===== config.mk =====
export PLATFORM = sky130hd
export DESIGN_NAME = quadrature_pitch_tuner_core
export DESIGN_NICKNAME = d
export VERILOG_FILES = /design/src/rtl/core/qpt_pkg.sv /design/src/rtl/core/qpt_decode.sv /design/src/rtl/core/qpt_pitch.sv /design/src/rtl/core/qpt_freq.sv /design/src/rtl/core/quadrature_pitch_tuner_core.sv
export SDC_FILE = /design/constraint.sdc
export NUM_CORES = 1
export LEC_CHECK = 0
export BUFFER_PORTS_ARGS = -buffer_cell sky130_fd_sc_hd__buf_2
export CAP_MARGIN = 25
export CORE_UTILIZATION = 55
export CTS_CLUSTER_DIAMETER = 80
export DETAILED_ROUTE_END_ITERATION = 7
export PLACE_DENSITY_LB_ADDON = 0.3
export SYNTH_ARGS = -nofsm -noshare
export SYNTH_HDL_FRONTEND = slang
export SYNTH_SLANG_ARGS = --single-unit

===== constraint.sdc =====
create_clock -name clk -period 14.1 [get_ports clk]
set_clock_uncertainty 0.05 [all_clocks]
set_input_delay 0.705 -clock clk [delete_from_list [all_inputs] [get_ports clk]]
set_output_delay 0.705 -clock clk [all_outputs]
set_load 0.02 [all_outputs]

===== src/rtl/core/qpt_pkg.sv =====
// Shared types, constants and the quadrature transition table for the
// pitch tuner core. No dependencies; every other file in rtl/core imports it.
`default_nettype none
package qpt_pkg;

	localparam int unsigned DEBOUNCE_MS_DEF = 5;
	localparam int unsigned DETENT_DEF      = 2;

	localparam int OFS_W      = 16;
	localparam int FREQ_W     = 28;
	localparam int STEP_W     = 14;
	localparam int TIME_W     = 32;
	localparam int CFG_IDX_W  = 4;
	localparam int CFG_DATA_W = 28;

	typedef logic signed [1:0]        dir_t;
	typedef logic signed [OFS_W-1:0]  ofs_t;
	typedef logic [FREQ_W-1:0]        freq_t;
	typedef logic [STEP_W-1:0]        step_t;
	typedef logic [TIME_W-1:0]        time_t;

	localparam dir_t DIR_NONE = 2'b00;
	localparam dir_t DIR_UP   = 2'b01;
	localparam dir_t DIR_DOWN = 2'b11;

	typedef enum logic [1:0] {
		MODE_LOWER = 2'd0,
		MODE_UPPER = 2'd1,
		MODE_CW    = 2'd2,
		MODE_KEEP  = 2'd3
	} mode_t;

	typedef enum logic [CFG_IDX_W-1:0] {
		REG_ENABLE    = 4'd0,
		REG_MODE      = 4'd1,
		REG_STEP      = 4'd2,
		REG_PITCH_MIN = 4'd3,
		REG_PITCH_MAX = 4'd4,
		REG_LSB_BASE  = 4'd5,
		REG_USB_BASE  = 4'd6,
		REG_CW_BASE   = 4'd7
	} reg_idx_t;

	localparam step_t STEP_RST      = 14'd10;
	localparam ofs_t  PITCH_MIN_RST = -16'sd1000;
	localparam ofs_t  PITCH_MAX_RST = 16'sd1000;
	localparam freq_t LSB_BASE_RST  = 28'd9000000;
	localparam freq_t USB_BASE_RST  = 28'd9003000;
	localparam freq_t CW_BASE_RST   = 28'd9001500;

	// {previous pair, current pair} codes of valid transitions
	localparam logic [3:0] QF_0 = 4'b1101;
	localparam logic [3:0] QF_1 = 4'b0100;
	localparam logic [3:0] QF_2 = 4'b0010;
	localparam logic [3:0] QF_3 = 4'b1011;
	localparam logic [3:0] QB_0 = 4'b1110;
	localparam logic [3:0] QB_1 = 4'b0111;
	localparam logic [3:0] QB_2 = 4'b0001;
	localparam logic [3:0] QB_3 = 4'b1000;

	function automatic dir_t quad_dir(input logic [3:0] code);
		dir_t d;
		unique case (code)
			QF_0, QF_1, QF_2, QF_3: d = DIR_UP;
			QB_0, QB_1, QB_2, QB_3: d = DIR_DOWN;
			default:                d = DIR_NONE;
		endcase
		return d;
	endfunction

	typedef struct packed {
		dir_t dir;
		ofs_t offset;
		logic changed;
	} pitch_word_t;

endpackage
`default_nettype wire


===== src/rtl/core/qpt_decode.sv =====
// Debounce filter and quadrature transition counter for the pitch tuner.
// Depends on qpt_pkg.
`default_nettype none
module qpt_decode #(
	parameter int unsigned DEBOUNCE_MS        = qpt_pkg::DEBOUNCE_MS_DEF,
	parameter int unsigned DETENT_TRANSITIONS = qpt_pkg::DETENT_DEF
) (
	input  wire logic         clk,
	input  wire logic         arst_n,
	input  wire logic         take,
	input  wire logic         enable,
	input  wire logic [1:0]   pair,
	input  wire qpt_pkg::time_t now_ms,
	output qpt_pkg::dir_t     dir
);
	import qpt_pkg::*;

	localparam int CNT_W = (DETENT_TRANSITIONS > 1) ? $clog2(DETENT_TRANSITIONS) : 1;

	logic [1:0]       stable_q;
	logic [1:0]       prior_q;
	logic [CNT_W-1:0] cnt_q;
	time_t            window_q;

	time_t elapsed;
	logic  quiet;
	logic  same;
	dir_t  trans;
	logic  last_one;

	assign elapsed  = now_ms - window_q;
	assign quiet    = elapsed >= TIME_W'(DEBOUNCE_MS);
	assign same     = pair == stable_q;
	assign trans    = quad_dir({prior_q, pair});
	assign last_one = cnt_q == CNT_W'(DETENT_TRANSITIONS - 1);

	assign dir = (enable && quiet && same && trans != DIR_NONE && last_one) ? trans : DIR_NONE;

	always_ff @(posedge clk or negedge arst_n) begin
		if (!arst_n) begin
			stable_q <= '0;
			prior_q  <= '0;
			cnt_q    <= '0;
			window_q <= '0;
		end else if (take && enable && quiet) begin
			if (!same) begin
				// pins moved: restart the window on the new pair
				stable_q <= pair;
				window_q <= now_ms;
			end else begin
				if (trans != DIR_NONE) begin
					cnt_q <= last_one ? '0 : cnt_q + 1'b1;
				end
				prior_q <= pair;
			end
		end
	end

endmodule
`default_nettype wire


===== src/rtl/core/qpt_pitch.sv =====
// Saturating pitch offset accumulator; loads the first pipeline register.
// Depends on qpt_pkg.
`default_nettype none
module qpt_pitch (
	input  wire logic          clk,
	input  wire logic          arst_n,
	input  wire logic          take,
	input  wire qpt_pkg::dir_t dir,
	input  wire qpt_pkg::step_t step,
	input  wire qpt_pkg::ofs_t pitch_min,
	input  wire qpt_pkg::ofs_t pitch_max,
	output qpt_pkg::pitch_word_t word_s1
);
	import qpt_pkg::*;

	localparam int SUM_W = OFS_W + 2;

	ofs_t offset_q;

	logic signed [SUM_W-1:0] off_x;
	logic signed [SUM_W-1:0] step_x;
	logic signed [SUM_W-1:0] sum;
	logic signed [SUM_W-1:0] lo_x;
	logic signed [SUM_W-1:0] hi_x;
	logic signed [SUM_W-1:0] clamped;
	logic                    changed;
	ofs_t                    next_off;

	assign off_x  = SUM_W'(offset_q);
	assign step_x = $signed({{(SUM_W-STEP_W){1'b0}}, step});
	assign sum    = (dir == DIR_UP) ? off_x + step_x : off_x - step_x;
	assign lo_x   = SUM_W'(pitch_min);
	assign hi_x   = SUM_W'(pitch_max);

	// low limit first, high limit wins when the two cross
	always_comb begin
		clamped = sum;
		if (clamped < lo_x) begin
			clamped = lo_x;
		end
		if (clamped > hi_x) begin
			clamped = hi_x;
		end
	end

	assign changed  = (dir != DIR_NONE) && (clamped != off_x);
	assign next_off = changed ? clamped[OFS_W-1:0] : offset_q;

	always_ff @(posedge clk or negedge arst_n) begin
		if (!arst_n) begin
			offset_q <= '0;
		end else if (take) begin
			offset_q <= next_off;
		end
	end

	always_ff @(posedge clk) begin
		if (take) begin
			word_s1.dir     <= dir;
			word_s1.offset  <= next_off;
			word_s1.changed <= changed;
		end
	end

endmodule
`default_nettype wire


===== src/rtl/core/qpt_freq.sv =====
// Oscillator frequency stage: base for the sideband plus offset, saturated,
// and the result register. Depends on qpt_pkg.
`default_nettype none
module qpt_freq (
	input  wire logic                clk,
	input  wire logic                arst_n,
	input  wire logic                load,
	input  wire qpt_pkg::pitch_word_t word_s1,
	input  wire qpt_pkg::mode_t      mode,
	input  wire qpt_pkg::freq_t      lsb_base,
	input  wire qpt_pkg::freq_t      usb_base,
	input  wire qpt_pkg::freq_t      cw_base,
	output qpt_pkg::dir_t            step_dir,
	output qpt_pkg::ofs_t            offset_now,
	output qpt_pkg::freq_t           osc_frequency,
	output logic                     freq_changed
);
	import qpt_pkg::*;

	localparam int F_W = FREQ_W + 2;

	freq_t freq_q;
	dir_t  dir_s2;
	ofs_t  offset_s2;
	logic  changed_s2;

	freq_t               base;
	logic                keep;
	logic signed [F_W-1:0] f_sum;
	freq_t               f_sat;

	always_comb begin
		keep = 1'b0;
		unique case (mode)
			MODE_LOWER: base = lsb_base;
			MODE_UPPER: base = usb_base;
			MODE_CW:    base = cw_base;
			MODE_KEEP: begin
				base = lsb_base;
				keep = 1'b1;
			end
			default: begin
				base = lsb_base;
				keep = 1'b1;
			end
		endcase
	end

	assign f_sum = $signed({2'b00, base}) + F_W'(word_s1.offset);

	always_comb begin
		if (f_sum[F_W-1]) begin
			f_sat = '0;
		end else if (f_sum[F_W-2:FREQ_W] != '0) begin
			f_sat = '1;
		end else begin
			f_sat = f_sum[FREQ_W-1:0];
		end
	end

	always_ff @(posedge clk or negedge arst_n) begin
		if (!arst_n) begin
			freq_q <= '0;
		end else if (load && word_s1.changed && !keep) begin
			freq_q <= f_sat;
		end
	end

	always_ff @(posedge clk) begin
		if (load) begin
			dir_s2     <= word_s1.dir;
			offset_s2  <= word_s1.offset;
			changed_s2 <= word_s1.changed;
		end
	end

	assign step_dir      = dir_s2;
	assign offset_now    = offset_s2;
	assign osc_frequency = freq_q;
	assign freq_changed  = changed_s2;

endmodule
`default_nettype wire


===== src/rtl/core/quadrature_pitch_tuner_core.sv =====
// Debounced quadrature encoder pitch tuner. Takes one pin sample per cycle
// while in_ready is high (in_valid/in_ready) and returns one word per sample
// through the stage registers: detent seen, pitch offset and oscillator
// frequency. The rate is one sample per clock without stalls. The first stage
// does debounce, transition count and saturating offset add; the second
// saturates base plus offset into the result register. Configuration is
// written through cfg_we/cfg_index/cfg_data, by the user only while idle
// (not enforced). Depends on qpt_pkg, qpt_decode, qpt_pitch and qpt_freq.
`default_nettype none
module quadrature_pitch_tuner_core #(
	parameter int unsigned DEBOUNCE_MS        = qpt_pkg::DEBOUNCE_MS_DEF,
	parameter int unsigned DETENT_TRANSITIONS = qpt_pkg::DETENT_DEF
) (
	input  wire logic                          clk,
	input  wire logic                          arst_n,
	input  wire logic                          cfg_we,
	input  wire logic [qpt_pkg::CFG_IDX_W-1:0] cfg_index,
	input  wire logic [qpt_pkg::CFG_DATA_W-1:0] cfg_data,
	input  wire logic                          in_valid,
	output logic                               in_ready,
	input  wire logic                          pin_a,
	input  wire logic                          pin_b,
	input  wire qpt_pkg::time_t                now_ms,
	output logic                               out_valid,
	input  wire logic                          out_ready,
	output qpt_pkg::dir_t                      step_dir,
	output qpt_pkg::ofs_t                      offset_now,
	output qpt_pkg::freq_t                     osc_frequency,
	output logic                               freq_changed
);
	import qpt_pkg::*;

	logic  enable_q;
	mode_t mode_q;
	step_t step_q;
	ofs_t  pitch_min_q;
	ofs_t  pitch_max_q;
	freq_t lsb_base_q;
	freq_t usb_base_q;
	freq_t cw_base_q;

	logic        valid_s1;
	logic        valid_s2;
	logic        s1_en;
	logic        s2_en;
	logic        take;
	logic        load;
	dir_t        dir;
	pitch_word_t word_s1;

	always_ff @(posedge clk or negedge arst_n) begin
		if (!arst_n) begin
			enable_q    <= 1'b0;
			mode_q      <= MODE_LOWER;
			step_q      <= STEP_RST;
			pitch_min_q <= PITCH_MIN_RST;
			pitch_max_q <= PITCH_MAX_RST;
			lsb_base_q  <= LSB_BASE_RST;
			usb_base_q  <= USB_BASE_RST;
			cw_base_q   <= CW_BASE_RST;
		end else if (cfg_we) begin
			unique case (cfg_index)
				REG_ENABLE:    enable_q    <= cfg_data[0];
				REG_MODE:      mode_q      <= mode_t'(cfg_data[1:0]);
				REG_STEP:      step_q      <= cfg_data[STEP_W-1:0];
				REG_PITCH_MIN: pitch_min_q <= cfg_data[OFS_W-1:0];
				REG_PITCH_MAX: pitch_max_q <= cfg_data[OFS_W-1:0];
				REG_LSB_BASE:  lsb_base_q  <= cfg_data[FREQ_W-1:0];
				REG_USB_BASE:  usb_base_q  <= cfg_data[FREQ_W-1:0];
				REG_CW_BASE:   cw_base_q   <= cfg_data[FREQ_W-1:0];
				default: ;
			endcase
		end
	end

	// advance a stage when the one after it is empty or draining
	assign s2_en    = !valid_s2 || out_ready;
	assign s1_en    = !valid_s1 || s2_en;
	assign in_ready = s1_en;
	assign take     = in_valid && s1_en;
	assign load     = valid_s1 && s2_en;

	always_ff @(posedge clk or negedge arst_n) begin
		if (!arst_n) begin
			valid_s1 <= 1'b0;
			valid_s2 <= 1'b0;
		end else begin
			if (s1_en) begin
				valid_s1 <= in_valid;
			end
			if (s2_en) begin
				valid_s2 <= valid_s1;
			end
		end
	end

	assign out_valid = valid_s2;

	qpt_decode #(
		.DEBOUNCE_MS        (DEBOUNCE_MS),
		.DETENT_TRANSITIONS (DETENT_TRANSITIONS)
	) u_decode (
		.clk    (clk),
		.arst_n (arst_n),
		.take   (take),
		.enable (enable_q),
		.pair   ({pin_a, pin_b}),
		.now_ms (now_ms),
		.dir    (dir)
	);

	qpt_pitch u_pitch (
		.clk       (clk),
		.arst_n    (arst_n),
		.take      (take),
		.dir       (dir),
		.step      (step_q),
		.pitch_min (pitch_min_q),
		.pitch_max (pitch_max_q),
		.word_s1   (word_s1)
	);

	qpt_freq u_freq (
		.clk           (clk),
		.arst_n        (arst_n),
		.load          (load),
		.word_s1       (word_s1),
		.mode          (mode_q),
		.lsb_base      (lsb_base_q),
		.usb_base      (usb_base_q),
		.cw_base       (cw_base_q),
		.step_dir      (step_dir),
		.offset_now    (offset_now),
		.osc_frequency (osc_frequency),
		.freq_changed  (freq_changed)
	);

endmodule
`default_nettype wire


# Word-level counts from Yosys, hierarchy flattened
# Memories as Yosys holds them, arrays and structs flattened.
# Index checks and enable logic that the tools add are counted.
[totals]
word_cells = 87
memories = 1
ff_bits = 254
input_bits = 71
ramBits = 0
output_inout_bits = 49
latchBits = 0
rom_bits = 32
[mem_list]
columns = ["memory", "words", "word_bits", "read_ports", "rd_clocked_by_memory_dff", "wr", "line", "rtl"]
rows = [
  ["(name not given)", 16, 2, 1, 0, 0, "qpt_pkg.sv:63", "unique case (code)"],
]
[classes]
eq_ne = 13
div = 0
bitwise_logic = 1
add_sub_neg = 5
n_lt_le_gt_ge = 3
shifts = 0
n_mux = 10
n_reduce_logical = 32
mul = 0
[ops]
columns = ["op", "count"]
rows = [
  ["$pmux W28 S3", 1],
  ["$mux W28", 2],
  ["$mux W18", 3],
  ["$ge A32 B3 Y1 const B", 1],
  ["$sub A32 B32 Y32", 1],
  ["$add A29 B16 Y30", 1],
  ["$reduce_and A2 Y1", 10],
  ["$gt A18 B16 Y1", 1],
  ["$lt A18 B16 Y1", 1],
  ["$ne A18 B16 Y1", 1],
  ["$add A16 B15 Y17", 1],
  ["$sub A16 B15 Y17", 1],
  ["$eq A4 B3 Y1 const B", 4],
  ["$mux W16", 1],
  ["$logic_and A1 B1 Y1", 11],
  ["$eq A4 B2 Y1 const B", 2],
  ["$eq A2 B2 Y1 const B", 3],
  ["$eq A4 B1 Y1 const B", 1],
  ["$logic_not A4 Y1", 1],
  ["$reduce_bool A2 Y1", 2],
  ["$logic_not A1 Y1", 3],
  ["$reduce_and A3 Y1", 1],
  ["$eq A2 B1 Y1 const B", 1],
  ["$eq A2 B2 Y1", 1],
  ["7 further kinds", 9],
]

# Logic depth before layout (Yosys ltp)
[depth]
ltp_word = 16
mapped_depth = 52
ltp_nobuf = 47

# By module
# From an unflattened synthesis, not the netlist that was laid out.
[hier_totals]
cells_unflattened = 1928
hier_area_um2 = 18301.3
[by_module_without_submodules]
columns = ["mod", "seq_area_each_um2", "instances", "area_each_um2", "cells_per_inst"]
rows = [
  ["quadrature_pitch_tuner_core", 3437.0, 1, 5215.0, 299],
  ["qpt_pitch", 970.9, 1, 4538.1, 540],
  ["qpt_decode", 925.9, 1, 4448.0, 611],
  ["qpt_freq", 1271.2, 1, 4100.2, 478],
]

# Worst setup path after synthesis
# Ideal clock, no wire load.
[synth_timing]
kind = "in2reg"
startpoint = "input port now_ms[0]"
endpoint = "register, netlist name u_pitch.word_s1[10]"
n_path_buf = 5
path_stages = 52
path_slack_ns = 2.625
t_arrival_ns = 11.165
setup_ns = 0.260
required_time_ns = 13.790
cell_sequence = "inv_1 ha_1 inv_1 fa_1 a211o_1 a211o_1 a2111oi_2 a31o_1 o21ai_1 or4_1 or4_4 nor4_4 nor2_1 clkbuf_1 nor2_1 xor2_1 ha_1 nor2b_1 [... 16 more ...] clkbuf_1 nand2_1 o21ai_0 ha_1 nand4_1 or4_1 o22ai_1 a31o_2 nor2_1 a311oi_1 nand4_1 o41ai_1 nand4_1 a211oi_2 or2_1 buf_6 buf_12 mux2_4"
[synth_via]
elab_chain_len = 16
elab_cells_between_ends = 17
cone_classes = "add/sub: 1; order compare: 3; eq/ne: 2; mux: 5; reduce/logical: 6"
[synth_rtl]
columns = ["item", "line", "rtl"]
rows = [
  ["from (decl)", "quadrature_pitch_tuner_core.sv:23", "input wire qpt_pkg::time_t now_ms,"],
  ["$sub A32 B32 Y32 (*)", "qpt_decode.sv:31", "assign elapsed = now_ms - window_q;"],
  ["$ge A32 B3 Y1 (*)", "qpt_decode.sv:32", "assign quiet = elapsed >= TIME_W'(DEBOUNCE_MS);"],
  ["$logic_and A1 B1 Y1 (*) (4 in a row)", "qpt_decode.sv:37", "assign dir = (enable && quiet && same && trans != DIR_NONE && last_one) ? trans : DIR_NONE;"],
  ["$mux W2 (*)", "qpt_decode.sv:37", ""],
  ["$eq A2 B2 Y1", "qpt_pitch.sv:31", "assign sum = (dir == DIR_UP) ? off_x + step_x : off_x - step_x;"],
  ["$mux W18", "qpt_pitch.sv:31", ""],
  ["$lt A18 B16 Y1", "qpt_pitch.sv:38", "if (clamped < lo_x) begin"],
  ["$mux W18", "qpt_pitch.sv:38", ""],
  ["$gt A18 B16 Y1", "qpt_pitch.sv:41", "if (clamped > hi_x) begin"],
  ["$mux W18", "qpt_pitch.sv:41", ""],
  ["$ne A18 B16 Y1", "qpt_pitch.sv:46", "assign changed = (dir != DIR_NONE) && (clamped != off_x);"],
  ["$logic_and A1 B1 Y1", "qpt_pitch.sv:46", ""],
  ["$mux W16 (*)", "qpt_pitch.sv:47", "assign next_off = changed ? clamped[OFS_W-1:0] : offset_q;"],
  ["named net u_pitch.next_off[9]", "qpt_pitch.sv:27", "ofs_t next_off;"],
]
# The timed path passes the listed nets; every way through them passes the cells marked *.
# A chain may end at the register's enable or synchronous reset.

# Worst setup path after layout
[layout_timing]
startpoint = "register u_decode.window_q[0]"
endpoint = "register, netlist name u_pitch.word_s1[2]"
[layout_via]
elab_chain_len = 16
elab_cells_between_ends = 17
cone_classes = "add/sub: 1; order compare: 3; eq/ne: 2; mux: 5; reduce/logical: 6"
[layout_rtl]
columns = ["item", "line", "rtl"]
rows = [
  ["from (decl)", "qpt_decode.sv:23", "time_t window_q;"],
  ["from (signal assigned)", "qpt_decode.sv:49", "window_q <= now_ms;"],
  ["$sub A32 B32 Y32 (*)", "qpt_decode.sv:31", ""],
  ["$ge A32 B3 Y1 (*)", "qpt_decode.sv:32", ""],
  ["$logic_and A1 B1 Y1 (*) (4 in a row)", "qpt_decode.sv:37", ""],
  ["$mux W2 (*)", "qpt_decode.sv:37", ""],
  ["$eq A2 B2 Y1", "qpt_pitch.sv:31", ""],
  ["$mux W18", "qpt_pitch.sv:31", ""],
  ["$lt A18 B16 Y1", "qpt_pitch.sv:38", ""],
  ["$mux W18", "qpt_pitch.sv:38", ""],
  ["$gt A18 B16 Y1", "qpt_pitch.sv:41", ""],
  ["$mux W18", "qpt_pitch.sv:41", ""],
  ["$ne A18 B16 Y1", "qpt_pitch.sv:46", ""],
  ["$logic_and A1 B1 Y1", "qpt_pitch.sv:46", ""],
  ["$mux W16 (*)", "qpt_pitch.sv:47", ""],
  ["named net u_pitch.next_off[1]", "qpt_pitch.sv:27", ""],
]
# Marks and branches as above.

==> results_tabular.tex <==
\begin{tabular}{lr}
\hline
Metric & Value \\
\hline
\multicolumn{2}{l}{\textbf{Outcome}} \\
Outcome & finished, final reports clean \\
\multicolumn{2}{l}{\textbf{Floorplan}} \\
Starting utilization of the core area & 56.3\% \\
Die H & 177 um \\
Top-level port count & 120 \\
Chip width & 177 um \\
Die Area & $\sim$0.031 sq mm \\
Core Region & 0.0298 sq mm \\
FP Rows & between 60 and 70 \\
\multicolumn{2}{l}{\textbf{Place}} \\
Sum of net half-perimeters after detailed placement & $\sim$32000 um \\
DP Worst Slack & 1320 ps \\
Port buffer count & approximately 120 \\
RePlAce Congestion & about 0.9 \\
\multicolumn{2}{l}{\textbf{GRT}} \\
First-pass GRT wire length & slightly below 70000 um \\
Vias in the first global route & about 13000 \\
Global route overflow & 0 \\
Total Routing Usage GR & between 20\% and 30\% \\
Largest net degree at the start of global routing & $\sim$100 \\
Initial antenna violation count & 1 \\
\multicolumn{2}{l}{\textbf{Worst setup path}} \\
Critical Path End Type & flip-flop \\
Kind of critical path & reg -> reg \\
Arr. time, crit path & between 10000 and 15000 ps \\
Slowest cell delay on critical path & 580 ps \\
Data required time of the worst path & 14360 ps \\
Slowest stage cell, crit path & a211oi\_1 \\
Crit Path Max Fanout & 16 \\
CP dominant cell by count & ha\_1 \\
Worst Setup Start Kind & flip-flop \\
\multicolumn{2}{l}{\textbf{Yosys}} \\
Top-area cell type share of the netlist area & roughly 25\% \\
Syn Nets & 1907 \\
Commonest register cell after synthesis & dfrtp\_1 \\
Netlist area before placement & roughly 0.017 sq mm \\
Number of distinct library cell variants in the gate-level netlist after synthesis & between 90 and 100 \\
Syn Inst Count & around 1700 \\
Flip-flop and latch count after synthesis & between 200 and 300 \\
Library cell with the largest summed area after synthesis & dfrtp\_1 \\
Async S/R FF share, synth & between 80\% and 90\% \\
Total of warnings raised by yosys & 0 \\
Sequential fraction of the synthesis area & between 30\% and 40\% \\
Number of synthesized flops with an enable pin & 38 \\
Biggest area contributors in the synthesized netlist & dfrtp\_1, mux2\_2, ha\_1 \\
Average instance area after synthesis & about 10 sq um \\
\multicolumn{2}{l}{\textbf{Flow run}} \\
Total of max-cap violations & 0 \\
\multicolumn{2}{l}{\textbf{Timing}} \\
Final number of hold-violating endpoints & 0 \\
Total negative slack for setup checks & 0 ps \\
Final number of setup-violating endpoints & 0 \\
Unrepaired setup endpoints after global routing & false \\
Period utilisation layout & approximately 88\% \\
Max Transition Viols Final & 0 \\
Top achievable clock speed & roughly 80 MHz \\
Transition time of the tightest slew-check pin & 988 ps \\
Smallest setup slack after layout & roughly 1600 ps \\
Relative slew slack & 33.5\% \\
Min Clock Period, post-route & roughly 12000 ps \\
\multicolumn{2}{l}{\textbf{Min path}} \\
HP Class & in -> async \\
\multicolumn{2}{l}{\textbf{Drt}} \\
Routed Antenna Nets & 0 \\
Detailed-route wire length per cell & roughly 19 um \\
Iteration-0 DRC count of the detailed router & $\sim$910 \\
DRC errors left & 0 \\
Via count & 13400 \\
Wire length after detailed routing & around 42000 um \\
Detail-routed via count per cell & 6.01 \\
Iteration count of the initial detailed-routing pass & 5 \\
\multicolumn{2}{l}{\textbf{Clock network}} \\
Total number of clock tree sinks & 254 \\
Number of instances resized during post-cts repair & 0 \\
Root Buffer Master & clkbuf\_16 \\
Clock tree buffer depth & 3 \\
Number of buffers created by CTS & 29 \\
Source-to-sink clock delay at the later pin of the worst-skew pair & about 570 ps \\
Number of hold buffers added after cts & 0 \\
Max H-tree Level & 1 \\
Clock transition at the registers of the reported paths & approximately 60 ps \\
TritonCTS clock tree & yes \\
Number of buffers inserted to repair setup after CTS & 0 \\
\multicolumn{2}{l}{\textbf{Final layout}} \\
Commonest non-fill, non-tap cells in the layout & dfrtp\_1, nand2\_1, o21ai\_0, mux2\_2, buf\_2 \\
Leading cell type in the layout, fill and taps excluded & dfrtp\_1 \\
Filler cell count & approximately 2500 \\
Ratio of cells with drive above 1 in the final layout & 22.3\% \\
Layout-stage area growth over the synthesis result & 11.4\% \\
Final-stage net count & between 2000 and 2500 \\
\hline
\end{tabular}
cells by family after synthesis:
kind of cell	count (synthesis)	share of synthesized area, %
AND/OR/NAND/NOR	426	12.4
AO/OA/AOI/OAI	488	18.8
buffers and inverters	169	4.01
multiplexers	166	11.4
adder cells (fa/ha/maj)	120	9.08
flip-flops	254	39.3
XOR/XNOR	93	5.02
per-stage QoR:
step           std cells  hold slack [ps]  utilization, %  cell area (sq um)
6_report            2237              108            62.7              18700
4_1_cts             2236              147            62.7              18700
2_1_floorplan       1716              350               -              16800
3_3_place_gp        2182              357            59.7              17800
3_5_place_dp        2182              355            59.7              17800
5_1_grt             2237              178            62.7              18700
state kept, by name, indices dropped and copies added (netlist names), 2 cells and up:
signal	cells
step_q	14
cw_base_q	28
u_freq.osc_frequency	28
mode_q	2
u_decode.window_q	32
u_freq.step_dir	2
u_freq.offset_now	16
usb_base_q	28
pitch_min_q	16
pitch_max_q	16
u_decode.prior_q	2
u_decode.stable_q	2
u_pitch.word_s1	19
u_pitch.offset_q	16
lsb_base_q	28
cell usage after synthesis (6+ instances only):
cell type / count
o21a_1: 18
o21ai_0: 151
mux2_1: 10
dfstp_2: 47
o211ai_1: 9
ha_1: 117
mux2_4: 9
xor2_1: 42
a21oi_1: 105
nor3b_1: 6
a22oi_1: 30
a21o_1: 37
nor2b_1: 11
a211o_1: 11
or3_1: 7
a2111oi_0: 7
and2_1: 13
nor3_1: 26
a31oi_1: 9
edfxtp_1: 38
buf_1: 6
nand2b_1: 16
nand3b_1: 9
nand2_1: 166
dfrtp_1: 169
mux2_2: 141
or2_2: 8
nand4_1: 23
nor2_1: 83
clkbuf_1: 50
nand3_1: 16
xnor2_1: 49
and3_1: 13
a22o_1: 20
o21bai_1: 13
nor4_1: 10
a211oi_1: 11
inv_1: 106
layer usage:
layer | part of all wire [%] | global-route usage, % | vias up
li1 | - | - | 6474
met1 | 46 | 37.9 | 6542
met2 | 46 | 44.6 | 369
met3 | 5.3 | 3.76 | 64
met4 | 2.1 | 6.75 | 0
met5 | 0 | 0 | -
path summary, 6_finish.rpt:
check | start | to | slack (ps) | cells after the start
setup / recovery | u_decode.window_q[0] | u_pitch.word_s1[2] | 1630 | 49
hold / removal | arst_n | lsb_base_q[11] | 110 | 1
setup reg to reg | u_decode.window_q[0] | u_pitch.word_s1[2] | 1630 | 49
min in group clk | in_valid | valid_s1 | 300 | 2
max in group asynchronous | arst_n | u_decode.window_q[3] | 12500 | 2
hold reg to reg | u_pitch.word_s1[17] | u_freq.step_dir[0] | 370 | 0
cell type report:
cell class                 instances  area (sq um)  area share, %
antenna                            1          2.50         0.0134
clock inverter                    17           129          0.689
sequential                       254          6610           35.3
tap                              390           488           2.61
inverter                         106           398           2.13
multi-input combinational       1293          9540           51.0
timing repair buffer             139           756           4.04
clock buffer                      37           776           4.15
worst max-delay path: cells and delay by family (launching register included):
family,cells,cell delay [ps]
compound gates,22,5910
xor+xnor,3,540
fa+ha+maj,5,1460
buf+inv,4,840
flops,1,350
mux,1,390
simple gates,14,2650
Power is left out: the tool's default activity adds up to more than one toggle a clock period on the data nets, which glitch-free logic cannot reach.
